### src/rtl/core/cdn_pkg.sv
// ----------------------------------------------------------------------------
// cdn_pkg
// Shared types, constants and calendar tables for the day number converter.
// ----------------------------------------------------------------------------
`default_nettype none

package cdn_pkg;

	localparam int unsigned DN_W    = 22;
	localparam int unsigned YEAR_W  = 14;
	localparam int unsigned MONTH_W = 4;
	localparam int unsigned DAY_W   = 5;
	localparam int unsigned QUOT_W  = 12;  // 4-year block count, below 4096
	localparam int unsigned BIT_W   = 1;   // divider phase
	localparam int unsigned RECIP_SHIFT = 32;

	localparam logic [DN_W-1:0]   DAYS_PER_4Y    = 22'd1461;
	// ceil(2^32 / 1461), exact for every 22-bit dividend
	localparam logic [DN_W-1:0]   DAYS_PER_4Y_RECIP = 22'd2939745;
	localparam logic [DN_W-1:0]   DAY_NUMBER_MAX = 22'd3652500;
	localparam logic [YEAR_W-1:0] YEAR_MAX       = 14'd9999;
	localparam logic [8:0]        DAYS_LEAP_YEAR = 9'd366;
	localparam logic [8:0]        DAYS_YEAR      = 9'd365;
	localparam logic [MONTH_W-1:0] MONTH_FIRST   = 4'd1;
	localparam logic [MONTH_W-1:0] MONTH_LAST    = 4'd12;

	localparam logic [MONTH_W-1:0] MON_JAN = 4'd1;
	localparam logic [MONTH_W-1:0] MON_FEB = 4'd2;
	localparam logic [MONTH_W-1:0] MON_MAR = 4'd3;
	localparam logic [MONTH_W-1:0] MON_APR = 4'd4;
	localparam logic [MONTH_W-1:0] MON_MAY = 4'd5;
	localparam logic [MONTH_W-1:0] MON_JUN = 4'd6;
	localparam logic [MONTH_W-1:0] MON_JUL = 4'd7;
	localparam logic [MONTH_W-1:0] MON_AUG = 4'd8;
	localparam logic [MONTH_W-1:0] MON_SEP = 4'd9;
	localparam logic [MONTH_W-1:0] MON_OCT = 4'd10;
	localparam logic [MONTH_W-1:0] MON_NOV = 4'd11;
	localparam logic [MONTH_W-1:0] MON_DEC = 4'd12;

	localparam logic MODE_TO_DN   = 1'b0;
	localparam logic MODE_TO_DATE = 1'b1;

	typedef enum logic [2:0] {
		ST_IDLE,
		ST_CHECK,
		ST_DIV,
		ST_FIX,
		ST_YEAR,
		ST_MONTH,
		ST_ADD,
		ST_DONE
	} state_t;

	typedef enum logic [3:0] {
		CMD_NONE,
		CMD_LOAD,
		CMD_DIV,
		CMD_FIX,
		CMD_YEAR,
		CMD_MONTH,
		CMD_ADD,
		CMD_OUT
	} cmd_t;

	typedef struct packed {
		logic mode;
		logic err;
		logic div_last;
		logic year_done;
		logic month_done;
	} status_t;

	function automatic logic [DAY_W-1:0] month_length(input logic [MONTH_W-1:0] m,
			input logic leap);
		logic [DAY_W-1:0] len;
		len = 5'd31;
		case (m) inside
			MON_APR, MON_JUN, MON_SEP, MON_NOV: len = 5'd30;
			MON_FEB: len = leap ? 5'd29 : 5'd28;
			default: len = 5'd31;
		endcase
		return len;
	endfunction

	function automatic logic [8:0] days_before(input logic [MONTH_W-1:0] m,
			input logic leap);
		logic [8:0] d;
		d = 9'd0;
		case (m)
			MON_JAN: d = 9'd0;
			MON_FEB: d = 9'd31;
			MON_MAR: d = 9'd59;
			MON_APR: d = 9'd90;
			MON_MAY: d = 9'd120;
			MON_JUN: d = 9'd151;
			MON_JUL: d = 9'd181;
			MON_AUG: d = 9'd212;
			MON_SEP: d = 9'd243;
			MON_OCT: d = 9'd273;
			MON_NOV: d = 9'd304;
			MON_DEC: d = 9'd334;
			default: d = 9'd0;
		endcase
		if (m >= MON_MAR && leap)
			d = d + 9'd1;
		return d;
	endfunction

endpackage

`default_nettype wire

### src/rtl/core/calendar_day_number_converter.sv
// ----------------------------------------------------------------------------
// calendar_day_number_converter
// Converts a date to a serial day number and back; day 1 is year 0 Jan 1.
//
// Channel   Dir  Payload
// s_*       in   tuser: mode; tdata: day_number, year, month, day
// m_*       out  tuser: error; tdata: day_number_out, year_out, month_out, day_out
//
// One request at a time. Date to day number runs check, add and output states.
// Day number to date runs check, the reciprocal divider by 1461 (quotient,
// then remainder), a fix step, up to 3 year steps and up to 11 month steps.
// A request with an out-of-range year or day number skips to its error result.
// A finished result sits in the output register while the next request is
// accepted; the sequencer stalls in its last state only if that register is full.
// Reset clears the sequencer and the output valid; no clearing pass.
// ----------------------------------------------------------------------------
`default_nettype none

module calendar_day_number_converter (
	input  wire logic        clk,
	input  wire logic        arst_n,
	input  wire logic        s_tvalid,
	output      logic        s_tready,
	input  wire logic [47:0] s_tdata,   // day_number[21:0], year[35:22], month[39:36], day[44:40]
	input  wire logic [0:0]  s_tuser,   // mode[0]
	output      logic        m_tvalid,
	input  wire logic        m_tready,
	output      logic [47:0] m_tdata,   // day_number_out[21:0], year_out[35:22],
	                                    // month_out[39:36], day_out[44:40]
	output      logic [0:0]  m_tuser    // error[0]
);
	import cdn_pkg::*;

	cmd_t               cmd;
	status_t            status;
	logic [DN_W-1:0]    dn_out;
	logic [YEAR_W-1:0]  year_out;
	logic [MONTH_W-1:0] month_out;
	logic [DAY_W-1:0]   day_out;
	logic               err_out;

	cdn_ctrl u_ctrl (
		.clk      (clk),
		.arst_n   (arst_n),
		.s_tvalid (s_tvalid),
		.s_tready (s_tready),
		.m_tvalid (m_tvalid),
		.m_tready (m_tready),
		.status   (status),
		.cmd      (cmd)
	);

	cdn_datapath u_dp (
		.clk       (clk),
		.arst_n    (arst_n),
		.cmd       (cmd),
		.status    (status),
		.mode_in   (s_tuser[0]),
		.dn_in     (s_tdata[21:0]),
		.year_in   (s_tdata[35:22]),
		.month_in  (s_tdata[39:36]),
		.day_in    (s_tdata[44:40]),
		.dn_out    (dn_out),
		.year_out  (year_out),
		.month_out (month_out),
		.day_out   (day_out),
		.err_out   (err_out)
	);

	assign m_tdata = {3'b000, day_out, month_out, year_out, dn_out};
	assign m_tuser = err_out;

endmodule

`default_nettype wire

### src/rtl/core/cdn_datapath.sv
// ----------------------------------------------------------------------------
// cdn_datapath
// Working registers, block divider, year and month stepping, day number sum, result register.
// ----------------------------------------------------------------------------
`default_nettype none

module cdn_datapath (
	input  wire logic                           clk,
	input  wire logic                           arst_n,
	input  wire cdn_pkg::cmd_t                  cmd,
	output      cdn_pkg::status_t               status,
	input  wire logic                           mode_in,
	input  wire logic [cdn_pkg::DN_W-1:0]       dn_in,
	input  wire logic [cdn_pkg::YEAR_W-1:0]     year_in,
	input  wire logic [cdn_pkg::MONTH_W-1:0]    month_in,
	input  wire logic [cdn_pkg::DAY_W-1:0]      day_in,
	output      logic [cdn_pkg::DN_W-1:0]       dn_out,
	output      logic [cdn_pkg::YEAR_W-1:0]     year_out,
	output      logic [cdn_pkg::MONTH_W-1:0]    month_out,
	output      logic [cdn_pkg::DAY_W-1:0]      day_out,
	output      logic                           err_out
);
	import cdn_pkg::*;

	logic [DN_W-1:0]    acc_q;
	logic [QUOT_W-1:0]  quot_q;
	logic [BIT_W-1:0]   bit_q;
	logic [YEAR_W-1:0]  year_q;
	logic [MONTH_W-1:0] month_q;
	logic [DAY_W-1:0]   day_q;
	logic               mode_q;
	logic               err_q;

	logic [2*DN_W-1:0]  recip_prod;
	logic [DN_W-1:0]    block_days;
	logic [DN_W:0]      prod;
	logic               leap;
	logic [8:0]         year_len;
	logic [DAY_W-1:0]   mon_len;
	logic [YEAR_W-1:0]  block_year;
	logic [DN_W-1:0]    leap_days;
	logic [DN_W-1:0]    dn_sum;
	logic               month_ok;
	logic               load_err;

	// quotient by 1461 through the scaled reciprocal, remainder from the registered quotient in the following cycle
	assign recip_prod = (2*DN_W)'(acc_q) * (2*DN_W)'(DAYS_PER_4Y_RECIP);
	assign block_days = DN_W'(quot_q) * DAYS_PER_4Y;
	assign prod       = (DN_W+1)'(year_in) * (DN_W+1)'(DAYS_YEAR);
	assign leap       = year_q[1:0] == 2'b00;
	assign year_len   = leap ? DAYS_LEAP_YEAR : DAYS_YEAR;
	assign mon_len    = month_length(month_q, leap);
	assign block_year = {quot_q, 2'b00};
	assign month_ok   = month_q >= MONTH_FIRST && month_q <= MONTH_LAST;
	assign load_err   = mode_in ? (dn_in == '0 || dn_in > DAY_NUMBER_MAX) : (year_in > YEAR_MAX);

	// leap days before this year: one for year 0, then one every four years
	assign leap_days = (year_q != '0) ? DN_W'((year_q - 14'd1) >> 2) + 22'd1 : '0;
	assign dn_sum    = acc_q + leap_days + DN_W'(day_q) + DN_W'(days_before(month_q, leap));

	assign status.mode       = mode_q;
	assign status.err        = err_q;
	assign status.div_last   = bit_q == '0;
	assign status.year_done  = acc_q <= DN_W'(year_len);
	assign status.month_done = acc_q <= DN_W'(mon_len) || month_q == MONTH_LAST;

	always_ff @(posedge clk or negedge arst_n) begin
		if (!arst_n) begin
			mode_q    <= 1'b0;
			err_q     <= 1'b0;
			acc_q     <= '0;
			year_q    <= '0;
			month_q   <= '0;
			day_q     <= '0;
			quot_q    <= '0;
			bit_q     <= '0;
			dn_out    <= '0;
			year_out  <= '0;
			month_out <= '0;
			day_out   <= '0;
			err_out   <= 1'b0;
		end else begin
			case (cmd)
				CMD_LOAD: begin
					mode_q  <= mode_in;
					err_q   <= load_err;
					// date to day number starts from year * 365
					acc_q   <= mode_in ? dn_in : prod[DN_W-1:0];
					year_q  <= year_in;
					month_q <= month_in;
					day_q   <= day_in;
					quot_q  <= '0;
					bit_q   <= BIT_W'(1);
				end
				CMD_DIV: begin
					if (bit_q != '0)
						quot_q <= recip_prod[RECIP_SHIFT +: QUOT_W];
					else
						acc_q <= acc_q - block_days;
					bit_q <= bit_q - BIT_W'(1);
				end
				CMD_FIX: begin
					month_q <= MONTH_FIRST;
					// remainder zero is the last day of the previous block
					if (acc_q == '0) begin
						year_q <= block_year - 14'd1;
						acc_q  <= DN_W'(DAYS_YEAR);
					end else begin
						year_q <= block_year;
					end
				end
				CMD_YEAR: begin
					acc_q  <= acc_q - DN_W'(year_len);
					year_q <= year_q + 14'd1;
				end
				CMD_MONTH: begin
					acc_q   <= acc_q - DN_W'(mon_len);
					month_q <= month_q + 4'd1;
				end
				CMD_ADD: begin
					acc_q <= month_ok ? dn_sum : '0;
				end
				CMD_OUT: begin
					dn_out    <= (mode_q == MODE_TO_DN && !err_q) ? acc_q : '0;
					year_out  <= (mode_q == MODE_TO_DATE && !err_q) ? year_q : '0;
					month_out <= (mode_q == MODE_TO_DATE && !err_q) ? month_q : '0;
					day_out   <= (mode_q == MODE_TO_DATE && !err_q) ? acc_q[DAY_W-1:0] : '0;
					err_out   <= err_q;
				end
				default: begin
				end
			endcase
		end
	end

endmodule

`default_nettype wire

### src/rtl/core/cdn_ctrl.sv
// ----------------------------------------------------------------------------
// cdn_ctrl
// Sequencer for the converter and the result handshake.
// ----------------------------------------------------------------------------
`default_nettype none

module cdn_ctrl (
	input  wire logic              clk,
	input  wire logic              arst_n,
	input  wire logic              s_tvalid,
	output      logic              s_tready,
	output      logic              m_tvalid,
	input  wire logic              m_tready,
	input  wire cdn_pkg::status_t  status,
	output      cdn_pkg::cmd_t     cmd
);
	import cdn_pkg::*;

	state_t state_q;
	state_t state_nxt;
	logic   m_tvalid_q;
	logic   out_free;

	assign out_free = !m_tvalid_q || m_tready;
	assign m_tvalid = m_tvalid_q;

	always_comb begin
		state_nxt = state_q;
		unique case (state_q)
			ST_IDLE:  if (s_tvalid) state_nxt = ST_CHECK;
			ST_CHECK: begin
				if (status.err)
					state_nxt = ST_DONE;
				else if (status.mode == MODE_TO_DATE)
					state_nxt = ST_DIV;
				else
					state_nxt = ST_ADD;
			end
			ST_DIV:   if (status.div_last) state_nxt = ST_FIX;
			ST_FIX:   state_nxt = ST_YEAR;
			ST_YEAR:  if (status.year_done) state_nxt = ST_MONTH;
			ST_MONTH: if (status.month_done) state_nxt = ST_DONE;
			ST_ADD:   state_nxt = ST_DONE;
			ST_DONE:  if (out_free) state_nxt = ST_IDLE;
			default:  state_nxt = ST_IDLE;
		endcase
	end

	always_comb begin
		cmd      = CMD_NONE;
		s_tready = 1'b0;
		unique case (state_q)
			ST_IDLE: begin
				s_tready = 1'b1;
				if (s_tvalid) cmd = CMD_LOAD;
			end
			ST_CHECK: cmd = CMD_NONE;
			ST_DIV:   cmd = CMD_DIV;
			ST_FIX:   cmd = CMD_FIX;
			ST_YEAR:  if (!status.year_done) cmd = CMD_YEAR;
			ST_MONTH: if (!status.month_done) cmd = CMD_MONTH;
			ST_ADD:   cmd = CMD_ADD;
			// hold the finished result until the output register frees up
			ST_DONE:  if (out_free) cmd = CMD_OUT;
			default:  cmd = CMD_NONE;
		endcase
	end

	always_ff @(posedge clk or negedge arst_n) begin
		if (!arst_n) begin
			state_q    <= ST_IDLE;
			m_tvalid_q <= 1'b0;
		end else begin
			state_q <= state_nxt;
			if (cmd == CMD_OUT)
				m_tvalid_q <= 1'b1;
			else if (m_tready)
				m_tvalid_q <= 1'b0;
		end
	end

endmodule

`default_nettype wire

### config.mk
export PLATFORM = sky130hd
export DESIGN_NAME = calendar_day_number_converter
export DESIGN_NICKNAME = d
export VERILOG_FILES = /design/src/rtl/core/cdn_pkg.sv /design/src/rtl/core/calendar_day_number_converter.sv /design/src/rtl/core/cdn_datapath.sv /design/src/rtl/core/cdn_ctrl.sv
export SDC_FILE = /design/constraint.sdc
export NUM_CORES = 1
export LEC_CHECK = 0
export BUFFER_PORTS_ARGS = -buffer_cell sky130_fd_sc_hd__buf_2
export CORE_UTILIZATION = 55
export DETAILED_ROUTE_END_ITERATION = 7
export PLACE_DENSITY_LB_ADDON = 0.15
export SETUP_SLACK_MARGIN = 0.5
export SLEW_MARGIN = 10
export SYNTH_ARGS = -nofsm -noshare
export SYNTH_HDL_FRONTEND = slang
export SYNTH_SLANG_ARGS = --single-unit
### constraint.sdc
create_clock -name clk -period 15.5 [get_ports clk]
set_input_delay 1.55 -clock clk [delete_from_list [all_inputs] [get_ports clk]]
set_output_delay 1.55 -clock clk [all_outputs]
set_load 0.05 [all_outputs]
Word-level counts from Yosys, hierarchy flattened
Memory sizes are Yosys's and may differ from the RTL's.
Index checks and enable logic that the tools add are counted.
{"block": "op_classes", "addsub": 13, "multipliers": 3, "magnitude_cmp": 7, "eq_ne": 28, "n_mux": 38, "bitwise_logic": 1, "n_reduce_logical": 23}
{"op": "$mux W22", "n": 6}
{"op": "$pmux W22 S6", "n": 1}
{"op": "$logic_not A22 Y1", "n": 2}
{"op": "$mul A22 B22 Y44 const B", "n": 1}
{"op": "$pmux W14 S3", "n": 1}
{"op": "$pmux W4 S8", "n": 1}
{"op": "$mux W3", "n": 10}
{"op": "$mux W14", "n": 2}
{"op": "$eq A4 B3 Y1 const B", "n": 6}
{"op": "$pmux W12 S2", "n": 1}
{"op": "$pmux W3 S8", "n": 1}
{"op": "$add A22 B22 Y22", "n": 1}
{"op": "$add A22 B5 Y22", "n": 1}
{"op": "$add A22 B9 Y22", "n": 1}
{"op": "$gt A22 B22 Y1 const B", "n": 1}
{"op": "$le A22 B5 Y1", "n": 1}
{"op": "$le A22 B9 Y1", "n": 1}
{"op": "$mul A12 B11 Y22 const B", "n": 1}
{"op": "$mul A14 B9 Y22 const B", "n": 1}
{"op": "$sub A22 B22 Y22", "n": 1}
{"op": "$sub A22 B5 Y22", "n": 1}
{"op": "$sub A22 B9 Y22", "n": 1}
{"op": "$add A20 B1 Y21 const B", "n": 1}
{"op": "$mux W5", "n": 3}
{"op": "39 further kinds", "n": 66}
{"block": "totals", "ff_bits": 110, "mem_bits_ro": 144, "input_bits": 53, "wordCells": 129, "n_memories": 1}
{"memory": "(name not given)", "depth": 16, "width": 9, "read_ports": 1, "rd_clocked_by_memory_dff": 0, "write_ports": 0, "line": "cdn_pkg.sv:89", "rtl": "case (m)"}

Longest topological paths before layout
{"block": "logic_depth", "ltp_word": 11, "mapped_depth": 24, "mapped_depth_nobuf": 23}

By module
Synthesis repeated with hierarchy kept, for this count alone.
{"block": "hier_totals", "hier_cells": 2658, "hier_area_um2": 23674.0}
{"mod": "cdn_datapath", "n_inst": 1, "cells_each": 2619, "area_each_um2": 23328.6, "seq_area_each_um2": 2652.5}
{"mod": "cdn_ctrl", "n_inst": 1, "cells_each": 35, "area_each_um2": 319.1, "seq_area_each_um2": 100.1}
{"mod": "calendar_day_number_converter", "n_inst": 1, "cells_each": 4, "area_each_um2": 26.3, "seq_area_each_um2": 0.0}

Worst setup path after synthesis
Ideal clock, no wire load.
{"block": "synth_timing", "kind": "flip-flop to flip-flop", "start": "register u_dp.acc_q[9]", "end": "register u_dp.quot_q[10]", "setup_ns": 0.131, "arrival_ns": 6.222, "required_time_ns": 15.369, "slack_ns": 9.147, "stages_incl_launch_ff": 22, "cell_sequence": "dfrtp_1 -> inv_1 -> ha_1 -> inv_1 -> fa_1 -> inv_1 -> fa_1 -> fa_1 -> inv_1 -> fa_1 -> fa_1 -> inv_1 -> ha_1 -> ha_1 -> a21oi_1 -> o21ai_0 -> nor3_1 -> a2111oi_0 -> o31a_1 -> o41ai_1 -> nor4_1 -> or3_1"}
{"block": "synth_between", "elab_chain_cells": 7}
{"item": "from (decl)", "line": "cdn_datapath.sv:25", "rtl": "logic [DN_W-1:0] acc_q;"}
{"item": "from (signal assigned)", "line": "cdn_datapath.sv:88", "rtl": "acc_q <= mode_in ? dn_in : prod[DN_W-1:0];"}
{"item": "from (signal assigned)", "line": "cdn_datapath.sv:99", "rtl": "acc_q <= acc_q - block_days;"}
{"item": "from (signal assigned)", "line": "cdn_datapath.sv:107", "rtl": "acc_q <= DN_W'(DAYS_YEAR);"}
{"item": "branches (longest 7 deep; another with $mul A22 B22 Y44)"}
{"item": "to (signal assigned)", "line": "cdn_datapath.sv:97", "rtl": "quot_q <= recip_prod[RECIP_SHIFT +: QUOT_W];"}
{"item": "to (decl)", "line": "cdn_datapath.sv:26", "rtl": "logic [QUOT_W-1:0] quot_q;"}
Parallel ways; which one is timed is not known. The select of a mux whose other input is x is not followed.
A chain may end at the register's enable or synchronous reset.

Worst setup path after layout
{"block": "layout_timing", "start": "register u_dp.acc_q[8]", "end": "register u_dp.quot_q[10]"}
Same word-level chain as after synthesis.

==> flow_summary.ini <==
[clock_network]
cts_buffers = 9
cts_root_buf = clkbuf_16
clkSlewWorstSetupHoldPaths_ns = 0.10
clk_latency_ns = 0.40
cts_sinks = 110
cts_resized = 0
hold_buffers = 0
postCtsSetupRepairBufs = 0
htreeDepth = 3
clock_path_buffers = 2
cts_tree = done

[placed_design]
port_buffers = 97
gp_congestion = 1.01
placed_cells = 3335
place_hpwl_microns = 59500

[logic_synthesis]
synth_edf_count = 0
synth_cells = 2707
synth_top_area_share_pct = 25.5
postSynth.asyncResetShare_pct = 100
synth.most_common_cell = inv_1
synth_common_cells = inv_1 (551), ha_1 (421), fa_1 (305)
synth-seq-cells = 110
yosysWarnings = 0
synth-seq-area-share_pct = 11.5
synth.area.top_cells = fa_1 (25%), ha_1 (22%), dfrtp_1 (11%)
avgSynthCellArea_sq_um = 8.86
synth_ff_type = dfrtp_1
synth_area_sq_mm = 0.0240
synth_largest_area_cell = fa_1
ys_types = 91

[drt]
initialDrtViolationCount = 1566
post_drt_wl_per_cell_microns = 21.5
finalWirelength_microns = 72100
drcViolationCount = 0
avgViaCountPerCell = 5.87
vias = 19700
drt_first_pass_iters = 6
drtAntennaViolNets = 0

[grt]
grt_usage_pct = 33.3
grt-ovfl-total = 0
grt_pass1_vias = 19400
antenna_found_initial = 2
grt_max_degree = 64
grt_pass1_wl_microns = 112000

[floorplanning]
initial_core_util_pct = 55.7
core_sq_mm = 0.0431
rows = 76
dieWidth_microns = 211
dieArea_sq_mm = 0.0445
io_pins = 104
dieHeight_microns = 211

[sta]
finalHoldViolCount = 0
finalCritPeriodShare_pct = 51.8
timing.setup.tns_ns = 0
layout_min_cycle_time_ns = 8.03
slew_headroom_pct = 17.4
worstMarginPinSlew_ns = 1.23
max_freq_mhz = 124
final_max_slew_viol_count = 0
setup_viol = 0
grt_setup_unrepaired = no
skew_ns = 0.0258

[layout]
final-seq-area_sq_mm = 0.00275
areaGrowthSynthToFinish_pct = 5.89
layout-drive-gt1-share_pct = 6.62
multi_input_area_sq_mm = 0.0189
stdcell_count = 3352
fin_nets = 3540
fillerInstances = 3920

[min_path]
hold_class = reg -> reg

[setup_path]
cp-end-kind = flop
crit_fanout = 12
critPathRequiredTime_ns = 15.77
worstSetupStartpointType = flop
critPathKind = reg -> reg
arrival_ns = 8.30

[status]
outcome = finished clean

[run]
drv_cap = 0
[area by class of cell]
cell class,count,share of cell area [%]
inverters,551,8.14
diodes,1,0.00985
multi-input cells,1965,74.2
flip-flops and latches,110,10.8
clock inverters,6,0.251
well taps,585,2.88
clock buffers,10,0.941
repair buffers,124,2.72
[kinds of logic after synthesis]
group,Yosys count,share of synthesized area (%)
multiplexers,27,1.21
AND/OR/NAND/NOR,589,11.8
buffers and inverters,634,10.1
adder cells (fa/ha/maj),726,47.4
other,1,0.0156
flip-flops,110,11.5
AO/OA/AOI/OAI,521,14.4
XOR/XNOR,99,3.61
[cell usage in the layout, fill, tap and decap left out, types with 9 or more instances in the layout]
cell type,count
xor2_1,28
ha_1,421
buf_2,96
o21a_1,20
nor2b_1,17
a21oi_1,100
nand3_1,47
nor3_1,33
o21ai_0,144
nand2b_1,12
xnor2_1,71
o211ai_1,12
nand4_1,21
or4_1,9
a211oi_1,14
nand2_1,211
o31ai_1,10
o22ai_1,15
dfrtp_1,110
o21bai_1,15
and3_1,18
clkbuf_16,9
a31oi_1,19
inv_1,551
a21o_1,38
nor4_1,16
or3_1,16
mux2i_1,20
o221ai_1,15
nand3b_1,9
fa_1,305
buf_4,28
nor2_1,130
a22oi_1,10
[state kept, by name, summed over array words and instances (netlist names)]
signal / count
u_dp.err_q: 1
u_dp.quot_q: 12
u_dp.day_q: 5
u_dp.acc_q: 22
u_dp.bit_q: 1
u_dp.day_out: 5
u_dp.dn_out: 22
u_dp.year_out: 14
u_dp.err_out: 1
u_dp.mode_q: 1
u_dp.month_out: 4
u_dp.year_q: 14
u_dp.month_q: 4
u_ctrl.m_tvalid: 1
u_ctrl.state_q: 3
[critical path, cell delays in order, from the launching register on]
cell and delay, ns:
dfrtp_1 0.87, inv_1 0.47, ha_1 0.58, inv_1 0.10, fa_1 0.51, inv_1 0.05
fa_1 0.49, inv_1 0.05, fa_1 0.49, inv_1 0.04, ha_1 0.26, inv_1 0.05
fa_1 0.52, inv_1 0.04, ha_1 0.28, ha_1 0.31, a21oi_1 0.17, o21ai_0 0.14
nor3_1 0.34, a2111oi_0 0.24, o31a_1 0.44, o41ai_1 0.98, nor4_1 0.08, or3_1 0.39
[final timing paths]
| kind | slack [ns] | start | to | depth (start not counted) |
|---|---|---|---|---|
| max | 7.47 | u_dp.acc_q[8] | u_dp.quot_q[10] | 23 |
| min | 0.47 | u_dp.month_out[0] | u_dp.month_out[0] | 2 |
| max reg2reg | 7.47 | u_dp.acc_q[8] | u_dp.quot_q[10] | 23 |
| min reg2reg | 0.47 | u_dp.month_out[0] | u_dp.month_out[0] | 2 |
| max in group asynchronous | 12.94 | arst_n | u_dp.year_out[10] | 2 |
| min in group asynchronous | 1.28 | arst_n | u_dp.acc_q[0] | 1 |
[metrics by stage]
| stage | hold WS [ns] | instance area [sq um] | util [%] | worst slack, ns |
|---|---|---|---|---|
| 4_1_cts | 0.482 | 25400 | 59.0 | 7.50 |
| 5_1_grt | 0.500 | 25400 | 59.0 | 7.12 |
| 6_report | 0.474 | 25400 | 59.0 | 7.47 |
| 3_3_place_gp | 0.455 | 25100 | 58.3 | 7.59 |
| 3_5_place_dp | 0.465 | 25100 | 58.3 | 7.52 |
| 2_1_floorplan | 0.462 | 24000 | - | 9.15 |
[routing by layer]
metal / wire [microns] / vias to the layer above / GRT usage (%)
li1: - / 9143 / -
met1: 32100 / 9785 / 46.7
met2: 32800 / 645 / 52.9
met3: 5180 / 108 / 5.52
met4: 2090 / 2 / 9.50
met5: 16 / - / 0
Power is not shown: default switching activity piles up to over one toggle a cycle in this logic, so the estimate is an artifact.
